--- config.mk ---
export PLATFORM = sky130hd
export DESIGN_NAME = dyadic_interval_cover_set
export DESIGN_NICKNAME = d
export VERILOG_FILES = /design/src/dics_pkg.sv /design/src/dics_cell.sv /design/src/dics_head.sv /design/src/dyadic_interval_cover_set.sv
export SDC_FILE = /design/constraint.sdc
export NUM_CORES = 1
export LEC_CHECK = 0
export BUFFER_PORTS_ARGS = -buffer_cell sky130_fd_sc_hd__buf_2
export CAP_MARGIN = 20
export CORE_UTILIZATION = 40
export CTS_CLUSTER_SIZE = 28
export DETAILED_ROUTE_END_ITERATION = 10
export PLACE_DENSITY = 0.55
export SYNTH_ARGS = -nofsm -noshare
export SYNTH_HDL_FRONTEND = slang
export SYNTH_HIERARCHICAL = 1
export SYNTH_SLANG_ARGS = --single-unit
--- constraint.sdc ---
create_clock -name aclk -period 8.8 [get_ports aclk]
set_input_delay 1.76 -clock aclk [delete_from_list [all_inputs] [get_ports aclk]]
set_output_delay 1.76 -clock aclk [all_outputs]
set_load 0.1 [all_outputs]
--- src/dics_pkg.sv ---
package dics_pkg;

    // item field widths
    localparam int OP_W      = 2;
    localparam int NODE_W    = 7;
    localparam int S_TDATA_W = 16;  // operation + node_id, padded to bytes
    localparam int M_TDATA_W = 8;   // hit + widest_node

    // operation codes
    typedef enum logic [OP_W-1:0] {
        OP_INSERT = 2'd0,
        OP_REMOVE = 2'd1,
        OP_QUERY  = 2'd2
    } op_t;

    // per-leaf state held by one cell
    typedef struct packed {
        logic covered;
        logic start;
    } leaf_t;

    // sequencer states
    typedef enum logic [3:0] {
        ST_IDLE = 4'b0001,
        ST_SCAN = 4'b0010,
        ST_GROW = 4'b0100,
        ST_DONE = 4'b1000
    } state_t;

endpackage

--- src/dics_cell.sv ---
module dics_cell (
    input  logic             aclk,
    input  logic             aresetn,
    input  logic             shift_en,
    input  dics_pkg::leaf_t  d_in,
    output dics_pkg::leaf_t  q
);

    dics_pkg::leaf_t leaf_reg;

    // one leaf of the ring; takes its neighbor's leaf on every scan cycle
    always_ff @(posedge aclk) begin
        if (!aresetn) begin
            leaf_reg <= '0;
        end else if (shift_en) begin
            leaf_reg <= d_in;
        end
    end

    assign q = leaf_reg;

endmodule

--- src/dics_head.sv ---
module dics_head #(
    parameter int TREE_DEPTH = 6
) (
    input  logic                             aclk,
    input  logic                             aresetn,
    // request
    input  logic                             in_valid,
    output logic                             in_ready,
    input  logic [dics_pkg::OP_W-1:0]        in_operation,
    input  logic [dics_pkg::NODE_W-1:0]      in_node_id,
    // result
    output logic                             out_valid,
    input  logic                             out_ready,
    output logic                             out_hit,
    output logic [dics_pkg::NODE_W-1:0]      out_widest_node,
    // ring interface
    input  dics_pkg::leaf_t                  cur,
    input  dics_pkg::leaf_t                  nxt,
    output dics_pkg::leaf_t                  wb,
    output logic                             shift_en
);

    localparam int LW  = TREE_DEPTH;
    localparam int SHW = $clog2(TREE_DEPTH + 1);

    dics_pkg::state_t state_reg;
    dics_pkg::op_t    op_reg;

    logic [dics_pkg::NODE_W-1:0] node_reg;
    logic [LW-1:0] i_reg, lo_reg, hi_reg, a_reg, b_reg;
    logic [LW-1:0] left_reg, right_reg, e_reg;
    logic [LW:0]   w_reg;
    logic          prev_cov_reg, prev_st_reg, walk_reg, ok_reg;
    logic          hit_reg, mvalid_reg;
    logic [dics_pkg::NODE_W-1:0] widest_reg;

    // span decode of the incoming node
    logic [2:0]                  d_sel;
    logic                        span_ok;
    logic [SHW-1:0]              sh;
    logic [dics_pkg::NODE_W-1:0] offset;
    logic [LW-1:0]               lo_new, hi_new;
    logic [LW:0]                 w_new;

    always_comb begin
        d_sel = '0;
        for (int k = 0; k < dics_pkg::NODE_W; k++) begin
            if (in_node_id[k]) d_sel = 3'(k);
        end
        span_ok = (in_node_id != '0) && (int'(d_sel) <= TREE_DEPTH);
        sh      = SHW'(TREE_DEPTH) - SHW'(d_sel);
        offset  = in_node_id & ~(dics_pkg::NODE_W'(1) << d_sel);
        lo_new  = LW'(offset) << sh;
        w_new   = (LW + 1)'(1) << sh;
        hi_new  = lo_new + LW'(w_new - (LW + 1)'(1));
    end

    // scan of one leaf per cycle, highest leaf first
    logic          in_span, at_lo, active, cont, ns_here, top_leaf;
    logic [LW-1:0] e_cur;
    logic [LW:0]   hip1;

    always_comb begin
        in_span  = (i_reg >= lo_reg) && (i_reg <= hi_reg);
        at_lo    = (i_reg == lo_reg);
        active   = at_lo || walk_reg;
        cont     = cur.covered && (i_reg != '0) && !cur.start && nxt.covered;
        ns_here  = active && !cont;        // this leaf starts the merged run
        top_leaf = &i_reg;
        e_cur    = (!top_leaf && prev_cov_reg && !prev_st_reg) ? e_reg : i_reg;
        hip1     = {1'b0, hi_reg} + (LW + 1)'(1);

        wb = cur;
        case (op_reg)
            dics_pkg::OP_INSERT: begin
                if (in_span) begin
                    wb.covered = 1'b1;
                    wb.start   = ns_here;
                end else if (ns_here) begin
                    wb.start   = 1'b1;
                end
            end
            dics_pkg::OP_REMOVE: begin
                if (in_span) begin
                    wb = '0;
                end else if ({1'b0, i_reg} == hip1) begin
                    wb.start = cur.start | cur.covered;
                end
            end
            default: wb = cur;
        endcase
    end

    // growth toward the root
    logic [LW:0] b_sum, l_sum;
    logic        grow_stop;

    always_comb begin
        b_sum = {1'b0, b_reg} + w_reg;
        l_sum = {1'b0, left_reg} + w_reg;
        if (node_reg == dics_pkg::NODE_W'(1)) begin
            grow_stop = 1'b1;
        end else if (!node_reg[0]) begin
            grow_stop = b_sum > {1'b0, right_reg};
        end else begin
            grow_stop = {1'b0, a_reg} < l_sum;
        end
    end

    // finished item moves into the result register once the old one is gone
    logic res_load;
    assign res_load = (state_reg == dics_pkg::ST_DONE) && (!mvalid_reg || out_ready);

    // sequencer
    always_ff @(posedge aclk) begin
        if (!aresetn) begin
            state_reg  <= dics_pkg::ST_IDLE;
            mvalid_reg <= 1'b0;
            walk_reg   <= 1'b0;
        end else begin
            if (res_load) begin
                mvalid_reg <= 1'b1;
            end else if (out_ready) begin
                mvalid_reg <= 1'b0;
            end

            unique case (state_reg)
                dics_pkg::ST_IDLE: begin
                    if (in_valid) begin
                        op_reg   <= dics_pkg::op_t'(in_operation);
                        node_reg <= in_node_id;
                        lo_reg   <= lo_new;
                        hi_reg   <= hi_new;
                        a_reg    <= lo_new;
                        b_reg    <= hi_new;
                        w_reg    <= w_new;
                        i_reg    <= '1;
                        walk_reg <= 1'b0;
                        if (span_ok && (in_operation == dics_pkg::OP_INSERT ||
                                        in_operation == dics_pkg::OP_REMOVE ||
                                        in_operation == dics_pkg::OP_QUERY)) begin
                            ok_reg    <= 1'b1;
                            state_reg <= dics_pkg::ST_SCAN;
                        end else begin
                            ok_reg    <= 1'b0;
                            state_reg <= dics_pkg::ST_DONE;
                        end
                    end
                end
                dics_pkg::ST_SCAN: begin
                    walk_reg     <= active && cont;
                    e_reg        <= e_cur;
                    prev_cov_reg <= cur.covered;
                    prev_st_reg  <= cur.start;
                    if (i_reg == hi_reg) right_reg <= e_cur;
                    if (ns_here) left_reg <= i_reg;
                    if (in_span && (!cur.covered || (!at_lo && cur.start))) ok_reg <= 1'b0;
                    i_reg <= i_reg - LW'(1);
                    if (i_reg == '0) begin
                        state_reg <= (op_reg == dics_pkg::OP_QUERY) ? dics_pkg::ST_GROW
                                                                   : dics_pkg::ST_DONE;
                    end
                end
                dics_pkg::ST_GROW: begin
                    if (!ok_reg || grow_stop) begin
                        state_reg <= dics_pkg::ST_DONE;
                    end else begin
                        if (!node_reg[0]) b_reg <= LW'(b_sum);
                        else              a_reg <= a_reg - LW'(w_reg);
                        node_reg <= node_reg >> 1;
                        w_reg    <= w_reg << 1;
                    end
                end
                dics_pkg::ST_DONE: begin
                    if (res_load) begin
                        state_reg <= dics_pkg::ST_IDLE;
                    end
                end
                default: state_reg <= dics_pkg::ST_IDLE;
            endcase
        end
    end

    // result payload
    always_ff @(posedge aclk) begin
        if (res_load) begin
            hit_reg    <= ok_reg && (op_reg == dics_pkg::OP_QUERY);
            widest_reg <= (ok_reg && (op_reg == dics_pkg::OP_QUERY)) ? node_reg : '0;
        end
    end

    assign in_ready        = (state_reg == dics_pkg::ST_IDLE);
    assign shift_en        = (state_reg == dics_pkg::ST_SCAN);
    assign out_valid       = mvalid_reg;
    assign out_hit         = hit_reg;
    assign out_widest_node = widest_reg;

endmodule

--- src/dyadic_interval_cover_set.sv ---
// channel | dir | tdata fields (low bit up)                     | handshake
// s_      | in  | operation[1:0], node_id[8:2], zero pad [15:9]  | s_tvalid/s_tready
// m_      | out | hit[0], widest_node[7:1]                       | m_tvalid/m_tready
//
// An insert or remove is accepted, then every leaf is scanned in turn as the ring
// rotates once past the head, and then the result is loaded. A query adds growth
// steps toward the root after the scan; an invalid node or code skips the scan.
// Reset empties the set. One item is in work at a time; a new item is taken while a
// result waits, and its result is held back until m_tready frees it.
module dyadic_interval_cover_set #(
    parameter int TREE_DEPTH = 6
) (
    input  logic                              aclk,
    input  logic                              aresetn,
    input  logic                              s_tvalid,
    output logic                              s_tready,
    input  logic [dics_pkg::S_TDATA_W-1:0]    s_tdata,   // operation, node_id
    output logic                              m_tvalid,
    input  logic                              m_tready,
    output logic [dics_pkg::M_TDATA_W-1:0]    m_tdata    // hit, widest_node
);

    localparam int LEAF_N = 1 << TREE_DEPTH;

    dics_pkg::leaf_t chain_q [LEAF_N];
    dics_pkg::leaf_t wb;
    logic            shift_en;
    logic            hit;
    logic [dics_pkg::NODE_W-1:0] widest_node;

    // leaf ring: head writes into cell 0, reads the top cell and its neighbor
    for (genvar j = 0; j < LEAF_N; j++) begin : g_cell
        if (j == 0) begin : g_first
            dics_cell u_cell (
                .aclk     (aclk),
                .aresetn  (aresetn),
                .shift_en (shift_en),
                .d_in     (wb),
                .q        (chain_q[j])
            );
        end else begin : g_rest
            dics_cell u_cell (
                .aclk     (aclk),
                .aresetn  (aresetn),
                .shift_en (shift_en),
                .d_in     (chain_q[j-1]),
                .q        (chain_q[j])
            );
        end
    end

    dics_head #(
        .TREE_DEPTH (TREE_DEPTH)
    ) u_head (
        .aclk            (aclk),
        .aresetn         (aresetn),
        .in_valid        (s_tvalid),
        .in_ready        (s_tready),
        .in_operation    (s_tdata[dics_pkg::OP_W-1:0]),
        .in_node_id      (s_tdata[dics_pkg::OP_W +: dics_pkg::NODE_W]),
        .out_valid       (m_tvalid),
        .out_ready       (m_tready),
        .out_hit         (hit),
        .out_widest_node (widest_node),
        .cur             (chain_q[LEAF_N-1]),
        .nxt             (chain_q[LEAF_N-2]),
        .wb              (wb),
        .shift_en        (shift_en)
    );

    assign m_tdata = {widest_node, hit};

endmodule

Yosys cells after proc, flatten, opt, wreduce, memory -nomap -nowiden
Index checks and enable logic that the tools add are counted.
{"block": "classes", "shift": 3, "magnitude_cmp": 5, "n_addsub": 8, "n_mux": 47, "reduce_logical": 48, "bitwise_logic": 3, "eq_ne": 20}
{"operator": "6-bit 2-to-1 mux", "count": 8}
{"operator": "6-bit case mux with 2 select lines", "count": 3}
{"operator": "7-bit 2-to-1 mux", "count": 4}
{"operator": "7-bit case mux with 2 select lines", "count": 2}
{"operator": "4-bit 2-to-1 mux", "count": 6}
{"operator": "4-bit case mux with 4 select lines", "count": 1}
{"operator": "1-bit 2-to-1 mux", "count": 15}
{"operator": "3-bit 2-to-1 mux", "count": 5}
{"operator": "6-bit by 7-bit adder with 7-bit output", "count": 2}
{"operator": "1-bit logical AND", "count": 14}
{"operator": "6-bit == test", "count": 2}
{"operator": "3-bit AND reduction", "count": 4}
{"operator": "4-bit AND reduction", "count": 3}
{"operator": "6-bit by 1-bit subtractor with 6-bit output, second input constant", "count": 2}
{"operator": "2-bit by 1-bit inequality test with 1-bit output, second input constant", "count": 5}
{"operator": "5-bit AND reduction", "count": 2}
{"operator": "1-bit zero test", "count": 8}
{"operator": "6-bit by 1-bit adder with 7-bit output, second input constant", "count": 1}
{"operator": "6-bit by 7-bit == test with 1-bit output", "count": 1}
{"operator": "7-bit by 1-bit == test with 1-bit output, second input constant", "count": 1}
{"operator": "7-bit by 6-bit > comparator with 1-bit output", "count": 1}
{"operator": "6-bit by 7-bit less-than comparator with 1-bit output", "count": 1}
{"operator": "7-bit nonzero test", "count": 1}
{"operator": "1-bit by 3-bit << shifter with 7-bit output, first input constant", "count": 1}
{"operator": "other kinds (27)", "count": 41}
{"block": "totals", "reg_bits": 209, "out_inout_bits": 10}

Depth between registers and ports, before layout
Gate-level depths: netlist of run 1.
{"block": "depth", "depth_word": 13, "ltp_mapped": 18, "ltp_nobuf": 18}

Cells and area by module
The synthesis of run 1 kept the hierarchy.
{"module": "dics_head", "cells_each": 530, "seq_area_each_um2": 2372.3, "instances": 1, "area_per_inst_um2": 5429.0}
{"module": "dics_cell", "cells_each": 6, "seq_area_each_um2": 40.0, "instances": 64, "area_per_inst_um2": 72.6}
{"module": "dyadic_interval_cover_set", "cells_each": 1, "seq_area_each_um2": 0.0, "instances": 1, "area_per_inst_um2": 7.5}

Worst setup path after synthesis of run 1
Ideal clock, no wire load.
{"block": "synth_timing", "kind": "register -> register", "startpoint": "register u_head.state_reg[3]", "endpoint": "register u_head.left_reg[0], enable pin", "setup_ns": 0.367, "setup_slack_ns": 1.255, "path_buffers": 1, "stages_incl_launch_ff": 5, "synth_period_minus_slack_ns": 7.545, "t_arrival_ns": 7.178, "t_required_ns": 8.433, "path_cell_list": "dfxtp_1 > nor4b_2 > clkbuf_1 > nand2_1 > nor2_1"}
{"block": "synth_between", "elab_chain_cells": 2}
{"element": "start, declared", "line_no": "dics_head.sv:26", "rtl": "dics_pkg::state_t state_reg;"}
{"element": "start signal, assigned", "line_no": "dics_head.sv:117", "rtl": "state_reg <= dics_pkg::ST_IDLE;"}
{"element": "start signal, assigned", "line_no": "dics_head.sv:143", "rtl": "state_reg <= dics_pkg::ST_SCAN;"}
{"element": "start signal, assigned", "line_no": "dics_head.sv:146", "rtl": "state_reg <= dics_pkg::ST_DONE;"}
{"element": "4-bit by 2-bit == test with 1-bit output"}
{"element": "via shift_en", "line_no": "dyadic_interval_cover_set.sv:27", "rtl": "logic shift_en;"}
{"element": "3-bit AND reduction (no source line)"}
{"element": "end signal, assigned", "line_no": "dics_head.sv:156", "rtl": "if (ns_here) left_reg <= i_reg;"}
{"element": "end, declared", "line_no": "dics_head.sv:31", "rtl": "logic [LW-1:0] left_reg, right_reg, e_reg;"}
The timed path passes the listed nets, and every way through them passes these cells.
A chain may end at the register's enable or synchronous reset.

Worst setup path in the final report of run 1
{"block": "layout_timing", "startpoint": "input port s_tdata[3] in the netlist's numbering", "endpoint": "register u_head.b_reg[5] (data pin)"}
{"block": "layout_between", "elab_chain_cells": 13, "word_cells_on_any_way": 16, "classes_between": "add/sub (3); shift (3); mux (8); bitwise (2)"}
{"element": "start, declared", "line_no": "dyadic_interval_cover_set.sv:17", "rtl": "input logic [dics_pkg::S_TDATA_W-1:0] s_tdata,"}
{"element": "branches (longest 10 deep; another with 6-bit by 1-bit subtractor with 6-bit output)"}
{"element": "6-bit adder *", "line_no": "dics_head.sv:55", "rtl": "hi_new = lo_new + LW'(w_new - (LW + 1)'(1));"}
{"element": "via u_head.hi_new[5]", "line_no": "dics_head.sv:42", "rtl": "logic [LW-1:0] lo_new, hi_new;"}
{"element": "6-bit 2-to-1 mux *", "line_no": "dics_head.sv:129", "rtl": "if (in_valid) begin"}
{"element": "6-bit case mux with 2 select lines *", "line_no": "dics_head.sv:127", "rtl": "unique case (state_reg)"}
{"element": "end signal, assigned", "line_no": "dics_head.sv:135", "rtl": "b_reg <= hi_new;"}
{"element": "end signal, assigned", "line_no": "dics_head.sv:168", "rtl": "if (!node_reg[0]) b_reg <= LW'(b_sum);"}
{"element": "end, declared", "line_no": "dics_head.sv:30", "rtl": "logic [LW-1:0] i_reg, lo_reg, hi_reg, a_reg, b_reg;"}
Mark *: on every way through the listed nets, which the timed path passes. The select of a mux whose other input is x is not followed.

==> results.sh, run 1 <==
export IMPL_clock_sinks=209
export IMPL_synth_compound_area_frac=0.0738
export IMPL_insertion_delay_ns=0.51
export IMPL_synth_top_family_by_area="simple AND/OR/NAND/NOR gates"
export IMPL_status="finished, final reports clean"
export IMPL_max_cap_violations=0
export IMPL_hold_end="g_cell[62].g_rest.u_cell/q[1]"
export IMPL_finalClockSkew_ns=0.0130
export IMPL_rsz0062_at_grt="no"
export IMPL_grt_max_degree=144
export IMPL_synthSimpleGateAreaFrac=0.165
export IMPL_synth_nets=998
export IMPL_hpwl_mm=12.5
export IMPL_synth_area_sq_um=10100
export IMPL_clkSlewWorstSetupHoldPaths_ns=0.06
export IMPL_vias=6287
export IMPL_final_util=0.462
export IMPL_vias_per_cell=4.85
export IMPL_power_leakage_uw=0.00402
export IMPL_track_usage=0.149
export IMPL_max_freq_ghz=0.181
export IMPL_synth_edf_count=75
export IMPL_yosys_warnings=6
export IMPL_hp_start="g_cell[61].g_rest.u_cell/q[1]"
export IMPL_cp_required_ns=9.06
export IMPL_drtAntennaViolNets=0
export IMPL_setup_tns_ns=0
export IMPL_port_buffers=22
export IMPL_dieArea_sq_um=25800
export IMPL_crit_type="input port to register"
export IMPL_clockBufferDepth=3
export IMPL_synth_cell_types=65
export IMPL_cts_tree="done"
export IMPL_ys_seq_area_frac=0.490
export IMPL_final_nets=1037
export IMPL_post_cts_buffers=0
export IMPL_setup_viol=0
export IMPL_synth_seq_cells=209
export IMPL_fin_crit_sh=0.629
export IMPL_num_rows=57
export IMPL_worst_pin_slew_ns=1.00
export IMPL_maxSlewHeadroom=0.332
export IMPL_wl_per_cell_um=14.5
export IMPL_yosys_most_used_dff="dfxtp_1"
export IMPL_start_util=0.411
export IMPL_nFillCells=2377
export IMPL_cts_root_buffer="clkbuf_16"
export IMPL_worstReg2RegEnd="u_head/w_reg[1]"
export IMPL_drc=0
export IMPL_worst_setup_path_start_kind="input port"
export IMPL_fp_coreArea_sq_um=24500
export IMPL_area_growth_pct=12.5
export IMPL_holdBufCountCts=0
export IMPL_drt_wl_total_mm=18.8
export IMPL_final_max_slew_viol_count=0
export IMPL_largest_register_ffs=126
export IMPL_synth_xor_area_frac=0.0226
export IMPL_startpoint="s_tdata[3]"
export IMPL_hold_path_class="register to register"
export IMPL_cts_resized=0
export IMPL_antenna_cells=0
export IMPL_cts_buffers=24
export IMPL_r2r_setup_slack_ns=4.45
export IMPL_place_congestion=0.782
export IMPL_die_w_um=161
export IMPL_grt_antenna_before_repair=1
export IMPL_synth_area_mux_share=0.139
export IMPL_arrival_ns=5.80
export IMPL_hold_viol=0
export IMPL_synthAdderAreaFrac=0.0812
export IMPL_dr_pass1_iters=5
export IMPL_peakVddDrop_v=0.000145
export IMPL_cp_max_fo=10
export IMPL_die_h_um=161
export IMPL_io_pins=30
export IMPL_grt_pass1_wl_mm=31.6
export IMPL_syn_avg_cell_area_sq_um=11.0
export IMPL_period_needed_ns=5.54
export IMPL_grt_overflow_total=0
export IMPL_r2r_start="u_head/w_reg[1]"
export IMPL_htree_levels=1
export IMPL_drive_above_1_share=0.0813
export IMPL_power_per_cell_area_nw_per_um2=218
export IMPL_grt_pass1_vias=6113
export IMPL_reg2reg_depth=13
export IMPL_syn_inst=915
export IMPL_async_reset_ff_frac=0
export IMPL_drt_iter0_drc=321
export IMPL_hold_path_depth=2
export IMPL_end_kind="register"
==> Yosys cell counts, drive strengths merged (3+ instances only) <==
| cell | n | share of area |
|---|---|---|
| edfxtp | 75 | 0.22 |
| nor4b | 4 | 0.0047 |
| o211ai | 4 | 0.0030 |
| inv | 55 | 0.020 |
| xnor2 | 15 | 0.014 |
| xor2 | 8 | 0.0088 |
| a31oi | 4 | 0.0025 |
| nor2b | 135 | 0.084 |
| ha | 59 | 0.073 |
| nand2 | 60 | 0.022 |
| dfxtp | 134 | 0.27 |
| a21o | 9 | 0.0067 |
| nand2b | 10 | 0.0062 |
| clkbuf | 9 | 0.0053 |
| o41ai | 3 | 0.0026 |
| nor2 | 39 | 0.015 |
| fa | 4 | 0.0079 |
| mux2i | 131 | 0.13 |
| a211oi | 8 | 0.0072 |
| nor3 | 10 | 0.0061 |
| mux2 | 7 | 0.0086 |
| nand3b | 5 | 0.0037 |
| o21ai | 35 | 0.017 |
| o21bai | 3 | 0.0022 |
| and3 | 3 | 0.0019 |
| or3 | 3 | 0.0019 |
| a21oi | 27 | 0.013 |
| nand3 | 11 | 0.0055 |
| buf | 4 | 0.0031 |
| and2 | 9 | 0.0056 |
==> cell type report <==
cell class	count	area, sq um	area share
flip-flops and latches	209	4930	0.435
multi-input cells	638	4880	0.430
clock buffers	36	718	0.0633
well taps	324	405	0.0358
inverters	55	206	0.0182
repair buffers	26	155	0.0137
clock inverters	8	41.3	0.00364
==> worst max path at each step <==
stage | end | depth (start not counted) | slack (ns)
6_report | u_head/b_reg[5] | 16 | 3.26
5_1_grt | u_head/b_reg[5] | 16 | 2.85
4_1_cts | u_head/b_reg[5] | 16 | 3.24
3_5_place_dp | u_head/b_reg[5] | 16 | 2.70
3_3_place_gp | u_head/b_reg[5] | 16 | 2.73
2_1_floorplan | u_head/left_reg[0] | 4 | 1.26
==> power breakdown <==
| group | internal, uW | switching (uW) | total, uW |
|---|---|---|---|
| registers | 1060 | 30.4 | 1090 |
| clock network | 564 | 383 | 947 |
| logic | 179 | 262 | 441 |
==> per-layer routing <==
metal  global-route usage  routed length, um  vias up
li1                     -                  -     3290
met1                0.207               9280     2893
met2                0.239               8450       70
met3               0.0256                746       32
met4               0.0420                354        2
met5                    0                 13        -
==> through the flow <==
| step | cells | hold WS (ns) | area (sq um) | power (uW) | setup slack, ns |
|---|---|---|---|---|---|
| after floorplan | 915 | 0.474 | 10100 | 1460 | 1.26 |
| after global placement | 1252 | 0.496 | 10600 | 1540 | 2.73 |
| after detailed placement | 1252 | 0.506 | 10600 | 1550 | 2.70 |
| after CTS | 1296 | 0.516 | 11300 | 2510 | 3.24 |
| after global routing | 1296 | 0.532 | 11300 | 2610 | 2.85 |
| final | 1296 | 0.512 | 11300 | 2470 | 3.26 |
==> layout by cell type, fill, tap and decap left out, types with 10 or more instances in the layout <==
cell,netlist,final
xnor2_1,14,14
nand2_1,60,60
a21oi_1,27,26
dfxtp_1,134,134
nand3_1,11,11
buf_2,1,21
o21ai_0,35,35
clkbuf_16,0,26
nor2_1,39,39
mux2i_1,131,131
nor2b_1,135,135
inv_1,55,55
ha_1,59,59
edfxtp_1,75,75
nand2b_1,10,10
==> worst max-delay path, cell delays in order <==
cell and delay (ns):
buf_2 0.13, or2b_1 0.27, a211oi_4 0.46, ha_1 0.50
xnor2_1 0.32, nand3_1 0.23, ha_1 0.33, inv_1 0.04
ha_1 0.21, fa_1 0.41, a21o_1 0.18, a21oi_1 0.16
xor2_1 0.25, xnor2_2 0.14, xnor2_1 0.12, mux2_4 0.27
==> logic make-up after synthesis <==
logic type | Yosys count
and+or+nand+nor | 300
DFF | 209
muxes | 138
AOI/OAI and AO/OA | 114
buffers and inverters | 68
adders and majority gates | 63
xor gates and xnor gates | 23
No activity file was read; power rests on OpenSTA's default activity.
==> run 2, diff against run 1 <==
==> constraint.sdc (replaced) <==
create_clock -name aclk -period 5.35 [get_ports aclk]
set_input_delay 1.07 -clock aclk [delete_from_list [all_inputs] [get_ports aclk]]
set_output_delay 1.07 -clock aclk [all_outputs]
set_load 0.1 [all_outputs]
==> run 2 against run 1 <==
Non-clock buffer count is 4 higher. Combinational power is 63% higher. Utilization is 0.097 points higher. Cell count hardly changed. Critical path depth is 2 higher. Flip-flop and latch count stayed put. Worst setup slack worse by 2.4 ns. Largest cell class unchanged. Highest routed layer is now met4.
==> results.sh, run 2 (synthesized netlist as in run 1, its figures left out) <==
export IMPL_status="finished, final reports clean"
export IMPL_dpl_cell_area_sq_um=10600
export IMPL_wl_per_cell_um=14.5
export IMPL_final_nets=1041
export IMPL_setup_tns_ns=0
export IMPL_cp_top_family="adder cells"
export IMPL_num_rows=57
export IMPL_drtAntennaViolNets=0
export IMPL_cts_buffers=24
export IMPL_setup_viol=0
export IMPL_area_growth_pct=12.7
export IMPL_start_util=0.411
export IMPL_insertion_delay_ns=0.52
export IMPL_period_needed_ns=4.45
export IMPL_final_cell_mix="nor2b_1 (135), dfxtp_1 (134), mux2i_1 (131), edfxtp_1 (75), nand2_1 (60)"
export IMPL_slowest_stage="fa_1"
export IMPL_arrival_ns=4.71
export IMPL_drc=0
export IMPL_fin_crit_sh=0.831
export IMPL_grt_pass1_vias=6269
export IMPL_power_per_cell_area_nw_per_um2=357
export IMPL_io_pins=30
export IMPL_clkSlewWorstSetupHoldPaths_ns=0.06
export IMPL_grt_antenna_before_repair=0
export IMPL_cts_resized=0
export IMPL_grt_overflow_total=0
export IMPL_antenna_cells=0
export IMPL_final_common_cell="nor2b_1"
export IMPL_crit_chain="buf_2 -> or2b_1 -> a211oi_4 -> inv_1 -> ha_1 -> a21boi_0 -> mux2_2 -> mux2_2 -> nand2_1 -> ha_1 -> inv_1 -> fa_1 -> a21o_1 -> a21oi_1 -> xor2_1 -> xnor2_2 -> xnor2_1 -> mux2_4"
export IMPL_max_cap_violations=0
export IMPL_crit_buf_inv=3
export IMPL_die_w_um=161
export IMPL_cts_root_buffer="clkbuf_16"
export IMPL_final_max_slew_viol_count=0
export IMPL_worst_pin_slew_ns=0.976
export IMPL_place_congestion=0.779
export IMPL_drt_wl_total_mm=18.7
export IMPL_end_kind="register"
export IMPL_hold_viol=0
export IMPL_peakVddDrop_v=0.000221
export IMPL_dieArea_sq_um=25800
export IMPL_rsz0062_at_grt="no"
export IMPL_port_buffers=22
export IMPL_cp_required_ns=5.62
export IMPL_hold_path_class="register to register"
export IMPL_dr_pass1_iters=4
export IMPL_track_usage=0.149
export IMPL_clockBufferDepth=3
export IMPL_vias_per_cell=4.85
export IMPL_grt_pass1_wl_mm=31.8
export IMPL_clock_sinks=209
export IMPL_drive_above_1_share=0.0863
export IMPL_max_freq_ghz=0.225
export IMPL_die_h_um=161
export IMPL_cp_max_fo=6
export IMPL_htree_levels=1
export IMPL_hpwl_mm=12.6
export IMPL_nFillCells=2356
export IMPL_largest_register_ffs=126
export IMPL_grt_max_degree=144
export IMPL_drt_iter0_drc=288
export IMPL_power_leakage_uw=0.00404
export IMPL_maxSlewHeadroom=0.349
export IMPL_holdBufCountCts=0
export IMPL_cts_tree="done"
export IMPL_post_cts_buffers=0
export IMPL_fin_area_sq_um=11400
export IMPL_fp_coreArea_sq_um=24500
export IMPL_crit_type="input port to register"
export IMPL_finalClockSkew_ns=0.00934
export IMPL_worst_setup_path_start_kind="input port"
export IMPL_critPathMaxStageDelay_ns=0.46
export IMPL_vias=6296
run 2: cell types whose count changed in the layout (fill, tap and decap cells not counted), sizes merged:
cell / before / now
inv: 57 / 56
buf: 26 / 30
clkbuf: 36 / 37
clkinv: 6 / 3
run 2: final timing paths:
path | endpoint | cells after the start | slack, ns | startpoint
worst max-delay path | u_head/b_reg[5] | 18 | 0.90 | s_tdata[3]
worst min-delay path | g_cell[62].g_rest.u_cell/q[1] | 2 | 0.51 | g_cell[61].g_rest.u_cell/q[1]
worst max register to register | u_head/b_reg[5] | 13 | 1.37 | u_head/w_reg[1]
worst min register to register | g_cell[62].g_rest.u_cell/q[1] | 2 | 0.51 | g_cell[61].g_rest.u_cell/q[1]
run 2: per-layer routing:
metal | global-route usage | share of wire
met4 | 0.0330 | 0.014
met5 | 0 | 0
met2 | 0.238 | 0.43
met3 | 0.0284 | 0.037
met1 | 0.208 | 0.51
run 2: stage by stage:
step / util / hold slack (ns) / power [uW] / setup slack [ns] / cells
2_1_floorplan: - / 0.474 / 2380 / 0.619 / 915
3_3_place_gp: 0.432 / 0.496 / 2540 / 0.422 / 1256
3_5_place_dp: 0.432 / 0.504 / 2540 / 0.353 / 1256
4_1_cts: 0.463 / 0.517 / 4120 / 0.895 / 1297
5_1_grt: 0.463 / 0.535 / 4280 / 0.652 / 1297
6_report: 0.463 / 0.510 / 4060 / 0.902 / 1297
run 2: power by group:
group / switching (uW) / total [uW] / internal [uW] / leakage [uW]
clock network: 629 / 1550 / 925 / 0.000377
registers: 50.8 / 1790 / 1740 / 0.00171
logic: 420 / 718 / 298 / 0.00195
total: 1100 / 4060 / 2960 / 0.00404
run 2: final cells by class:
type                            instances  area [sq um]  area share
Clock buffer                           37           719      0.0633
Inverter                               55           206      0.0182
Tap cell                              324           405      0.0357
Clock inverter                          4          37.5     0.00330
Multi-Input combinational cell        638          4870       0.429
Timing Repair Buffer                   30           185      0.0163
Sequential cell                       209          4930       0.434
run 2: worst register-to-register path, stage by stage (launching register included):
cell and delay, ns:
edfxtp_1 0.56, ha_1 0.35, a21o_1 0.16, a21oi_1 0.21, o21bai_1 0.09, a21oi_1 0.18, xnor2_1 0.22, ha_1 0.31
nand3_1 0.11, a21oi_1 0.05, a2111oi_0 0.44, o211a_1 0.29, o21ai_0 0.09, a21oi_1 0.57
==> run 3, diff against run 2 <==
==> constraint.sdc (replaced) <==
create_clock -name aclk -period 4.2 [get_ports aclk]
set_input_delay 0.84 -clock aclk [delete_from_list [all_inputs] [get_ports aclk]]
set_output_delay 0.84 -clock aclk [all_outputs]
set_load 0.1 [all_outputs]
==> run 3 against run 2 <==
Register-to-register slack worse by 1.0 ns. Sequential share of layout area down 1.5 points. Wire length up 3.4%. Via count up 4.2%. Cell count up 3.5%. Critical path depth unchanged. Final area up 3.6%. Critical path type unchanged. Highest routed layer unchanged.
==> results.sh, run 3 (synthesized netlist as in run 1, its figures left out) <==
export IMPL_status="finished, final reports clean"
export IMPL_fin_crit_sh=0.926
export IMPL_r2r_setup_slack_ns=0.33
export IMPL_end_kind="register"
export IMPL_max_freq_ghz=0.257
export IMPL_dieArea_sq_um=25800
export IMPL_final_nets=1086
export IMPL_vias_per_cell=4.88
export IMPL_crit_type="input port to register"
export IMPL_cts_tree="done"
export IMPL_grt_antenna_before_repair=0
export IMPL_regArea_sq_um=4930
export IMPL_antenna_cells=0
export IMPL_vias=6559
export IMPL_clock_sinks=209
export IMPL_dr_pass1_iters=5
export IMPL_cts_root_buffer="clkbuf_16"
export IMPL_r2r_start="u_head/w_reg[0]"
export IMPL_final_cells=1343
export IMPL_cts_buffers=23
export IMPL_start_util=0.411
export IMPL_fp_coreArea_sq_um=24500
export IMPL_worst_pin_slew_ns=1.02
export IMPL_insertion_delay_ns=0.50
export IMPL_slowest_stage="fa_2"
export IMPL_critPathMaxStageDelay_ns=0.39
export IMPL_clkSlewWorstSetupHoldPaths_ns=0.06
export IMPL_htree_levels=1
export IMPL_io_pins=30
export IMPL_crit_buf_inv=3
export IMPL_max_cap_violations=0
export IMPL_grt_max_degree=119
export IMPL_reg2reg_depth=13
export IMPL_grt_pass1_vias=6401
export IMPL_setup_slack_ns=0.312
export IMPL_place_congestion=0.786
export IMPL_num_rows=57
export IMPL_post_cts_buffers=0
export IMPL_rsz0062_at_grt="no"
export IMPL_peakVddDrop_v=0.000285
export IMPL_drt_iter0_drc=309
export IMPL_worstReg2RegEnd="u_head/node_reg[6]"
export IMPL_drc=0
export IMPL_hold_path_class="register to register"
export IMPL_fin_area_sq_um=11800
export IMPL_period_needed_ns=3.89
export IMPL_setup_tns_ns=0
export IMPL_worst_setup_path_start_kind="input port"
export IMPL_maxSlewHeadroom=0.310
export IMPL_area_growth_pct=16.7
export IMPL_dp_cells=1302
export IMPL_post_place_ws_ns=-0.207
export IMPL_die_w_um=161
export IMPL_cp_required_ns=4.45
export IMPL_final_max_slew_viol_count=0
export IMPL_dpl_cell_area_sq_um=11000
export IMPL_drtAntennaViolNets=0
export IMPL_multi_input_area_sq_um=4910
export IMPL_hpwl_mm=13.2
export IMPL_track_usage=0.154
export IMPL_hp_start="g_cell[28].g_rest.u_cell/q[1]"
export IMPL_hold_path_depth=2
export IMPL_cp_top_family="multiplexers"
export IMPL_wl_per_cell_um=14.4
export IMPL_cp_max_fo=4
export IMPL_drt_wl_total_mm=19.4
export IMPL_nFillCells=2372
export IMPL_die_h_um=161
export IMPL_final_cell_mix="nor2b_1 (135), dfxtp_1 (134), mux2i_1 (131), edfxtp_1 (75), nand2_1 (60)"
export IMPL_largest_register_ffs=126
export IMPL_crit_chain="buf_2 -> or2b_1 -> a211oi_4 -> buf_4 -> ha_1 -> a21boi_0 -> mux2_2 -> mux2_2 -> nand2_1 -> ha_1 -> inv_1 -> fa_2 -> a21o_1 -> a21oi_2 -> xor2_1 -> xnor2_2 -> xnor2_1 -> mux2_4"
export IMPL_grt_overflow_total=0
export IMPL_grt_pass1_wl_mm=32.6
export IMPL_finalClockSkew_ns=0.0119
export IMPL_p_total_uw=5270
export IMPL_hold_viol=0
export IMPL_setup_viol=0
export IMPL_power_per_cell_area_nw_per_um2=447
export IMPL_startpoint="s_tdata[4]"
export IMPL_power_leakage_uw=0.00426
export IMPL_clockBufferDepth=3
export IMPL_port_buffers=22
export IMPL_hold_end="g_cell[28].g_rest.u_cell/q[1]"
export IMPL_drive_above_1_share=0.133
export IMPL_arrival_ns=4.14
export IMPL_final_common_cell="nor2b_1"
-- run 3: final cells by class --
type,count,area share
flip-flops and latches,209,0.419
clock buffers,36,0.0609
well taps,324,0.0344
multi-input cells,638,0.418
inverters,55,0.0175
clock inverters,5,0.00266
repair buffers,76,0.0475
-- run 3: worst max-delay path by stage --
stage                          to  slack (ns)  cells after the start
4_1_cts        u_head/node_reg[6]        0.24                     15
3_3_place_gp      u_head/b_reg[5]       -0.20                     18
6_report          u_head/b_reg[5]        0.31                     18
5_1_grt        u_head/node_reg[6]        0.02                     15
2_1_floorplan     u_head/b_reg[5]       -0.09                     16
3_5_place_dp      u_head/b_reg[5]       -0.21                     18
-- run 3: worst min-delay path: stages, from the launching register on --
cell	delay (ns)
dfxtp_1	0.32
mux2i_1	0.06
nor2b_1	0.09
-- run 3: where the power goes --
part           leakage (uW)  internal [uW]  switching (uW)
clock network      0.000367           1170             795
registers           0.00171           2210            61.3
logic               0.00218            458             570
-- run 3: stage by stage --
stage	util	hold slack, ns
CTS	0.479	0.516
floorplan	-	0.474
global placement	0.449	0.496
global route	0.480	0.527
detailed placement	0.449	0.506
finish	0.480	0.511
-- run 3: metal layers --
layer / wire [um] / GRT usage / part of all wire
met5: 0 / 0 / 0
met4: 416 / 0.0476 / 0.021
met3: 653 / 0.0217 / 0.034
met2: 8850 / 0.250 / 0.46
met1: 9470 / 0.212 / 0.49
-- run 3: what timing repair did --
| action | 4_1_cts | 5_1_grt |
|---|---|---|
| hold buffers | 0 | 0 |
| resized for setup | 0 | 2 |
| setup endpoints to repair | 0 | 14 |
